$ cat config.mk
export PLATFORM = sky130hd
export DESIGN_NAME = three_axis_moving_average_core
export DESIGN_NICKNAME = d
export VERILOG_FILES = /design/src/hw/rtl/tama_pkg.sv /design/src/hw/rtl/three_axis_moving_average_core.sv
export SDC_FILE = /design/constraint.sdc
export NUM_CORES = 2
export LEC_CHECK = 0
export CAP_MARGIN = 20
export CELL_PAD_IN_SITES_DETAIL_PLACEMENT = 1
export CELL_PAD_IN_SITES_GLOBAL_PLACEMENT = 1
export CORE_AREA = 5 5 748 750
export CTS_BUF_LIST = sky130_fd_sc_hd__clkbuf_4 sky130_fd_sc_hd__clkbuf_8
export DETAILED_ROUTE_END_ITERATION = 12
export DIE_AREA = 0 0 753 755
export DONT_BUFFER_PORTS = 1
export PLACE_DENSITY = 0.51
export SYNTH_ARGS = -nofsm -noshare
export SYNTH_HDL_FRONTEND = slang
export SYNTH_SLANG_ARGS = --single-unit
$ cat constraint.sdc
create_clock -name clk -period 5.5 [get_ports clk]
set_input_delay 1.1 -clock clk [delete_from_list [all_inputs] [get_ports clk]]
set_output_delay 1.1 -clock clk [all_outputs]
set_load 0.02 [all_outputs]
$ cat src/hw/rtl/tama_pkg.sv
`timescale 1ns / 1ps
// ----------------------------------------------------------------------------
// tama_pkg
// Types and fixed widths shared by the three-axis moving average core.
// ----------------------------------------------------------------------------
package tama_pkg;

	localparam int SAMPLE_W = 16;
	localparam int AXES     = 3;
	localparam int ENTRY_W  = SAMPLE_W * AXES;

	typedef struct packed {
		logic signed [SAMPLE_W-1:0] sample_x;
		logic signed [SAMPLE_W-1:0] sample_y;
		logic signed [SAMPLE_W-1:0] sample_z;
		logic                       restart;
	} sample_t;

	typedef struct packed {
		logic signed [SAMPLE_W-1:0] mean_x;
		logic signed [SAMPLE_W-1:0] mean_y;
		logic signed [SAMPLE_W-1:0] mean_z;
	} mean_t;

endpackage

$ cat src/hw/rtl/three_axis_moving_average_core.sv
`timescale 1ns / 1ps
// ----------------------------------------------------------------------------
// three_axis_moving_average_core
// Boxcar moving average over the last WINDOW_SIZE samples of three axes.
// ----------------------------------------------------------------------------
// One item in, one item out; a sample is taken every cycle unless sample_stall
// is high. The history is one single-port read-first memory of WINDOW_SIZE
// entries, read at the pointer when a sample is accepted and written there
// unless that sample fills the window; a running sum per axis is updated by
// adding the new sample and dropping the oldest one. The first sample after
// reset, or one marked restart, fills the window: entries not yet overwritten
// since then read as that sample, so no clearing pass is ever needed. The mean
// is truncated toward zero; division by WINDOW_SIZE is a multiply by a
// precomputed reciprocal, registered before the final shift and sign fix.
module three_axis_moving_average_core #(
	parameter int WINDOW_SIZE = 64
) (
	input  logic              clk,
	input  logic              arst_n,
	input  logic              sample_valid,
	output logic              sample_stall,
	input  tama_pkg::sample_t sample,
	output logic              mean_valid,
	input  logic              mean_stall,
	output tama_pkg::mean_t   mean
);
	import tama_pkg::*;

	localparam int LOG_W   = $clog2(WINDOW_SIZE);
	localparam int PTR_W   = LOG_W;
	localparam int SUM_W   = SAMPLE_W + LOG_W;
	localparam int SHIFT   = SUM_W + LOG_W;
	localparam int RECIP_W = SUM_W + 2;
	localparam int PROD_W  = SUM_W + RECIP_W;
	// ceil(2^SHIFT / WINDOW_SIZE): exact floor division for any SUM_W-bit magnitude
	localparam logic [63:0] RECIP =
		((64'd1 << SHIFT) + 64'(WINDOW_SIZE) - 64'd1) / 64'(WINDOW_SIZE);

	// window state
	logic [ENTRY_W-1:0]  mem [WINDOW_SIZE];
	logic [PTR_W-1:0]    ptr_q;
	logic                primed_q;
	logic                fresh_q;
	logic [ENTRY_W-1:0]  fill_q;
	logic signed [SUM_W-1:0] sum_q [AXES];

	// stage 1
	logic                v1_q;
	logic [ENTRY_W-1:0]  smp_s1;
	logic                rst_s1;
	logic                use_fill_s1;
	logic [ENTRY_W-1:0]  fill_s1;
	logic [ENTRY_W-1:0]  rd_s1;

	// stage 2
	logic                v2_q;
	logic signed [SUM_W-1:0] sum_s2 [AXES];

	// stage 3
	logic                v3_q;
	logic [PROD_W-1:0]   prod_s3 [AXES];
	logic                neg_s3 [AXES];

	// output
	logic                out_v_q;
	logic [ENTRY_W-1:0]  out_q;

	logic                adv1, adv2, adv3, rdy_out;
	logic                acc;
	logic                rst_eff;
	logic [ENTRY_W-1:0]  smp_in;
	logic [ENTRY_W-1:0]  old_s1;
	logic signed [SUM_W-1:0] sum_nxt [AXES];
	logic [SUM_W-1:0]    mag [AXES];
	logic [SAMPLE_W-1:0] quo [AXES];
	logic [SAMPLE_W-1:0] res [AXES];

	assign rdy_out      = !out_v_q || !mean_stall;
	assign adv3         = !v3_q || rdy_out;
	assign adv2         = !v2_q || adv3;
	assign adv1         = !v1_q || adv2;
	assign sample_stall = !adv1;
	assign acc          = sample_valid && adv1;
	assign rst_eff      = sample.restart || !primed_q;
	assign smp_in       = {sample.sample_z, sample.sample_y, sample.sample_x};
	assign old_s1       = use_fill_s1 ? fill_s1 : rd_s1;

	// history memory, read-first
	always_ff @(posedge clk) begin
		if (acc) begin
			rd_s1 <= mem[ptr_q];
			if (!rst_eff) begin
				mem[ptr_q] <= smp_in;
			end
		end
	end

	// window control
	always_ff @(posedge clk or negedge arst_n) begin
		if (!arst_n) begin
			ptr_q    <= '0;
			primed_q <= 1'b0;
			fresh_q  <= 1'b0;
		end else if (acc) begin
			primed_q <= 1'b1;
			if (rst_eff) begin
				ptr_q   <= '0;
				fresh_q <= 1'b1;
			end else if (ptr_q == PTR_W'(WINDOW_SIZE - 1)) begin
				ptr_q   <= '0;
				fresh_q <= 1'b0;
			end else begin
				ptr_q <= ptr_q + 1'b1;
			end
		end
	end

	always_ff @(posedge clk) begin
		if (acc) begin
			smp_s1      <= smp_in;
			rst_s1      <= rst_eff;
			use_fill_s1 <= fresh_q;
			fill_s1     <= fill_q;
			if (rst_eff) begin
				fill_q <= smp_in;
			end
		end
	end

	always_comb begin
		for (int a = 0; a < AXES; a++) begin
			if (rst_s1) begin
				sum_nxt[a] = {{LOG_W{smp_s1[a*SAMPLE_W + SAMPLE_W-1]}},
					smp_s1[a*SAMPLE_W +: SAMPLE_W]} * SUM_W'(WINDOW_SIZE);
			end else begin
				sum_nxt[a] = sum_q[a]
					+ {{LOG_W{smp_s1[a*SAMPLE_W + SAMPLE_W-1]}},
						smp_s1[a*SAMPLE_W +: SAMPLE_W]}
					- {{LOG_W{old_s1[a*SAMPLE_W + SAMPLE_W-1]}},
						old_s1[a*SAMPLE_W +: SAMPLE_W]};
			end
		end
	end

	always_comb begin
		for (int a = 0; a < AXES; a++) begin
			mag[a] = sum_s2[a][SUM_W-1] ? SUM_W'(-sum_s2[a]) : SUM_W'(sum_s2[a]);
			quo[a] = prod_s3[a][SHIFT +: SAMPLE_W];
			res[a] = neg_s3[a] ? SAMPLE_W'(-quo[a]) : quo[a];
		end
	end

	// pipeline valids
	always_ff @(posedge clk or negedge arst_n) begin
		if (!arst_n) begin
			v1_q    <= 1'b0;
			v2_q    <= 1'b0;
			v3_q    <= 1'b0;
			out_v_q <= 1'b0;
			for (int a = 0; a < AXES; a++) begin
				sum_q[a] <= '0;
			end
		end else begin
			if (adv1) begin
				v1_q <= sample_valid;
			end
			if (adv2) begin
				v2_q <= v1_q;
				if (v1_q) begin
					for (int a = 0; a < AXES; a++) begin
						sum_q[a] <= sum_nxt[a];
					end
				end
			end
			if (adv3) begin
				v3_q <= v2_q;
			end
			if (rdy_out) begin
				out_v_q <= v3_q;
			end
		end
	end

	// pipeline payload
	always_ff @(posedge clk) begin
		if (adv2 && v1_q) begin
			for (int a = 0; a < AXES; a++) begin
				sum_s2[a] <= sum_nxt[a];
			end
		end
		if (adv3 && v2_q) begin
			for (int a = 0; a < AXES; a++) begin
				prod_s3[a] <= PROD_W'(mag[a]) * PROD_W'(RECIP[RECIP_W-1:0]);
				neg_s3[a]  <= sum_s2[a][SUM_W-1];
			end
		end
		if (rdy_out && v3_q) begin
			out_q <= {res[2], res[1], res[0]};
		end
	end

	assign mean_valid  = out_v_q;
	assign mean.mean_x = out_q[0*SAMPLE_W +: SAMPLE_W];
	assign mean.mean_y = out_q[1*SAMPLE_W +: SAMPLE_W];
	assign mean.mean_z = out_q[2*SAMPLE_W +: SAMPLE_W];

	// checks
	a_fresh_primed: assert property (@(posedge clk) disable iff (!arst_n)
		fresh_q |-> primed_q)
		else $error("fill window marked while not primed");

	a_ptr_empty: assert property (@(posedge clk) disable iff (!arst_n)
		!primed_q |-> ptr_q == '0)
		else $error("pointer moved before window primed");

	a_prime_fills: assert property (@(posedge clk) disable iff (!arst_n)
		$rose(primed_q) |-> fresh_q && ptr_q == '0)
		else $error("first item did not fill the window");

	a_stall_busy: assert property (@(posedge clk) disable iff (!arst_n)
		sample_stall |-> v1_q && v2_q && v3_q && out_v_q)
		else $error("input stalled with room in the pipeline");

endmodule

# [Yosys cells after proc, flatten, opt, wreduce, memory -nomap -nowiden]
# Memory sizes are Yosys's and may differ from the RTL's. A register that Yosys moved wholly into a read port is not among the register bits.
# Cells that the tools add are included.
[word_totals] reg_bits=272 ram_bits=3207 memories=4 latchBits=0 elab_cells=75 mem_bits_ro=0 inputBits=53 output_inout_bits=50
[classes] bitwise=0 mul=0 eq_ne=1 addsub=13 n_mux=21 n_lt_le_gt_ge=0 shifts=0 reduce_logical=20 div=0
[memory_table] memory="mem" depth=64 word_bits=48 read_ports=1 rd_ports_with_merged_regs=1 wr=1 line="three_axis_moving_average_core.sv:40" text="logic [ENTRY_W-1:0] mem [WINDOW_SIZE];"
[memory_table] memory="prod_s3" depth=3 word_bits=22 read_ports=3 rd_ports_with_merged_regs=0 wr=3 line="three_axis_moving_average_core.sv:61" text="logic [PROD_W-1:0] prod_s3 [AXES];"
[memory_table] memory="sum_s2" depth=3 word_bits=22 read_ports=3 rd_ports_with_merged_regs=0 wr=3 line="three_axis_moving_average_core.sv:57" text="logic signed [SUM_W-1:0] sum_s2 [AXES];"
[memory_table] memory="neg_s3" depth=3 word_bits=1 read_ports=3 rd_ports_with_merged_regs=0 wr=3 line="three_axis_moving_average_core.sv:62" text="logic neg_s3 [AXES];"
[ops] operator="2-to-1 mux 22 bit" n=6
[ops] operator="adder 22 bit" n=3
[ops] operator="negator 22 bit" n=3
[ops] operator="subtractor 22 bit" n=3
[ops] operator="2-to-1 mux 16 bit" n=3
[ops] operator="2-to-1 mux 48 bit" n=1
[ops] operator="negator 16 bit" n=3
[ops] operator="2-to-1 mux 6 bit" n=2
[ops] operator="2-to-1 mux 1 bit" n=9
[ops] operator="zero test 1 bit" n=7
[ops] operator="adder 6 x 1 -> 6 bit, second input constant" n=1
[ops] operator="== test 6 bit, second input constant" n=1
[ops] operator="AND reduction 2 bit" n=3
[ops] operator="logical OR 1 bit" n=5
[ops] operator="logical AND 1 bit" n=4
[ops] operator="nonzero test 2 bit" n=1

# [Longest topological paths before layout]
[logic_depth] depth_word=8 mapped_depth=17 ltp_nobuf=15

# [Least setup slack after synthesis]
# OpenSTA, ideal clock, no wires.
[synth_timing] path_type="input-to-reg" from="input mean_stall" to="register fresh_q" stages=8 setup_time_ns=0.129 required_time_ns=5.371 arrival_time_ns=5.125 n_path_buf=1 setup_slack_ns=0.246 path_cell_list="nand4_1 -> inv_1 -> nand2_1 -> nand2_1 -> clkbuf_1 -> inv_1 -> a21boi_0 -> or2_2"
[synth_between] elab_chain_cells=7
[synth_rtl] element="start, declared" line="three_axis_moving_average_core.sv:24" text="input logic mean_stall,"
[synth_rtl] element="zero test 1 bit" line="three_axis_moving_average_core.sv:78" text="assign rdy_out = !out_v_q || !mean_stall;"
[synth_rtl] element="logical OR 1 bit" line="three_axis_moving_average_core.sv:78"
[synth_rtl] element="logical OR 1 bit" line="three_axis_moving_average_core.sv:79" text="assign adv3 = !v3_q || rdy_out;"
[synth_rtl] element="logical OR 1 bit" line="three_axis_moving_average_core.sv:80" text="assign adv2 = !v2_q || adv3;"
[synth_rtl] element="logical OR 1 bit" line="three_axis_moving_average_core.sv:81" text="assign adv1 = !v1_q || adv2;"
[synth_rtl] element="logical AND 1 bit" line="three_axis_moving_average_core.sv:83" text="assign acc = sample_valid && adv1;"
[synth_rtl] element="via acc" line="three_axis_moving_average_core.sv:69" text="logic acc;"
[synth_rtl] element="AND reduction 2 bit (no line)"
[synth_rtl] element="end signal, assigned" line="three_axis_moving_average_core.sv:103" text="fresh_q <= 1'b0;"
[synth_rtl] element="end signal, assigned" line="three_axis_moving_average_core.sv:108" text="fresh_q <= 1'b1;"
[synth_rtl] element="end signal, assigned" line="three_axis_moving_average_core.sv:111" text="fresh_q <= 1'b0;"
[synth_rtl] element="end, declared" line="three_axis_moving_average_core.sv:43" text="logic fresh_q;"
# The timed path passes the listed nets, and every way through them passes these cells.
# A chain may end at the register's enable or synchronous reset.

==> run metrics <==
outcome=finished, final reports clean; Hold WS=160 ps; placed insts=15023; Cell Area, Synth=0.137 mm²; commonest non-fill, non-tap cell in the layout=edfxtp_1; Die H=755 µm; cell internal pwr=48.3 mW; Async S/R FF share, synth=2.22%; fmax=0.202 GHz; global-route wire length before repair=762 mm; wire length per cell=35.2 µm; width of the die=753 µm; Layout Skew=149 ps; Synth cell types=73; metal1 wirelength=234 mm; FP Rows=273; Total Wirelength=570 mm; synthesized area per cell=17.7 µm²; fraction of layout cells with a size suffix above 1=22.4%; Post-CTS Setup Bufs=0; Combinational Power Share=20.5%; met2 WL=260 mm; dpl hpwl=318 mm; placed cell areas=0.150 mm²; slew margin rel.=14.1%; CP endpoint kind=register; largest net degree at the start of global routing=88; vias in the first global route=84776; # DRC=0; P_sw=21.1 mW; Port Buf Inserts=0; CTS tree=yes; initial antenna violation count=69; PwrDens=424 mW/mm²; Met3 Routed Length=51.8 mm; Fillers=56811; CTS root buffer=clkbuf_8; leakage power=52.3 nW; largest fanout on the critical path=25; Critical Path Source Type=register; max-cap viol count=0; Final Util=29.7%; hold crit path type=primary input to register; Seq pwr share=45.8%; Peak VDD IR=297 µV; CTS Sinks=3509; dpl ws=548 ps; Critical Path AT=6030 ps; Hold Fails Final Rpt=0; Final setup violation count=0; Design Power=69.5 mW; CP Data Required Time=6580 ps; DR vias=84649; FF+latch count, synth=3509; RePlAce Congestion=0.807; core area=0.552 mm²; via density per instance=5.22; worst setup margin=547 ps; clock transition at the registers of the reported paths=60 ps; Clock Path Buffers=4; ys flop type=edfxtp_1; RSZ-0062 raised after global routing=false; Top Metal Used=met5; Initial Util=24.9%; Post-Syn Instances=7787; Area growth, synth to finish=19.1%; clock buffer count from CTS=600; synth warn=0; Slew Viols, Final=0; Seq/Total Area, Yosys=76.4%; post-route design area=0.164 mm²; period utilization=90.1%; worst skew pair latency=1300 ps; syn nets=7973; commonest non-fill, non-tap cells in the layout=edfxtp_1, clkbuf_8, a221oi_1, a21oi_1, nand2_1; I/O pin count=103; Antenna Nets Post-Route=0; gr usage total=19.3%; Worst Max-Slew Pin Slew=1290 ps; switching portion of total power=30.4%; grt ovf=0; Layout Nets=8614; EDFF count, synth=3431; Die Area=0.569 mm²; fin cells=16222; clock power share=33.7%; critical path class=register to register; fin crit period=4950 ps; H-tree depth=6; setup TNS=0 ps; router iterations before antenna repair=6; DR iter-0 viols=11001
cells by family after synthesis:
logic type	Yosys count	synth area share [%]
AND/OR/NAND/NOR	840	2.68
AO/OA/AOI/OAI	1694	8.65
XOR/XNOR	141	0.898
flip-flops	3509	76.4
adder cells (fa/ha/maj)	133	1.55
buffers and inverters	710	1.97
multiplexers	760	7.87
worst max-delay path: stages (launching register included):
cell and delay [ps]:
edfxtp_1 490, buf_12 240, mux2_2 370, fa_1 500, inv_1 50, ha_1 330
nor2b_1 170, o21ai_0 270, a21boi_0 290, o311ai_0 930, a31oi_1 290, a31oi_1 270
xor2_1 190, o21ai_0 110, mux2_2 300
Yosys cell counts, drive strengths merged, types with 13 or more instances:
library cell | number | area share, %
xor2 | 26 | 0.17
a21o | 32 | 0.17
nor2 | 362 | 0.99
nor3 | 21 | 0.076
o22a | 13 | 0.083
o31ai | 18 | 0.098
nand4 | 20 | 0.091
a22o | 102 | 0.65
mux2 | 259 | 2.1
mux4 | 231 | 3.8
a31oi | 53 | 0.24
a21oi | 329 | 1.2
mux2i | 270 | 2.0
buf | 140 | 0.41
fa | 63 | 0.92
a22oi | 220 | 1.2
or4 | 24 | 0.14
o221ai | 30 | 0.19
dfrtp | 78 | 1.4
nand2b | 17 | 0.077
o22ai | 120 | 0.55
inv | 271 | 0.74
clkbuf | 299 | 0.82
o21ai | 245 | 0.89
nand2 | 281 | 0.77
o211ai | 13 | 0.071
edfxtp | 3431 | 75
or3 | 14 | 0.071
xnor2 | 115 | 0.73
ha | 70 | 0.64
a211oi | 24 | 0.13
nor2b | 14 | 0.064
nand3 | 28 | 0.10
a221oi | 396 | 2.5
nor4 | 16 | 0.073
a221o | 19 | 0.14
routing by layer:
layer  global-route usage (%)  vias to the layer above
li1                         -                    32844
met1                     26.1                    46103
met2                     30.6                     4642
met3                     4.10                     1032
met4                     7.11                       28
met5                        0                        -
power groups by stage:
stage / registers [mW] / logic, mW / clock network [mW]
floorplan: 32.0 / 8.56 / 0
global placement: 32.4 / 13.3 / 0
detailed placement: 32.4 / 13.5 / 0
global route: 32.0 / 15.3 / 25.1
finish: 31.8 / 14.2 / 23.4
CTS: 31.9 / 14.2 / 23.8
sequential cells by signal, indices dropped and copies added, names as in the netlist, 3 cells and up:
signal,flops
prod_s3,48
ptr_q,6
fill_s1,48
rd_s1,48
neg_s3,3
fill_q,48
smp_s1,48
sum_s2,66
mem,3072
sum_q,66
out_q,48
final timing paths:
kind / startpoint / end / slack, ps / cells after the start
worst max-delay path: use_fill_s1 / sum_q[58] / 550 / 14
worst min-delay path: mean_stall / v2_q / 160 / 2
worst max register to register: use_fill_s1 / sum_q[58] / 550 / 14
worst min register to register: fill_q[17] / fill_s1[17] / 410 / 0
max in group asynchronous: arst_n / ptr_q[2] / 4450 / 2
min in group asynchronous: arst_n / mean_valid / 550 / 2
final cells by class:
| cell class | instances | area [µm²] | area share, % |
|---|---|---|---|
| multi-input cells | 3568 | 30500 | 18.6 |
| clock buffers | 824 | 10100 | 6.17 |
| clock inverters | 245 | 1480 | 0.903 |
| repair buffers | 478 | 6300 | 3.85 |
| well taps | 7287 | 9120 | 5.57 |
| inverters | 271 | 1050 | 0.643 |
| diodes | 40 | 100 | 0.0612 |
| flip-flops and latches | 3509 | 105000 | 64.2 |
what timing repair did:
item | in CTS | in global routing
hold buffers | 87 | 0
hold endpoints to repair | 2774 | 0
gates resized for setup | 0 | 0
Power figures use the tool's default switching activity.
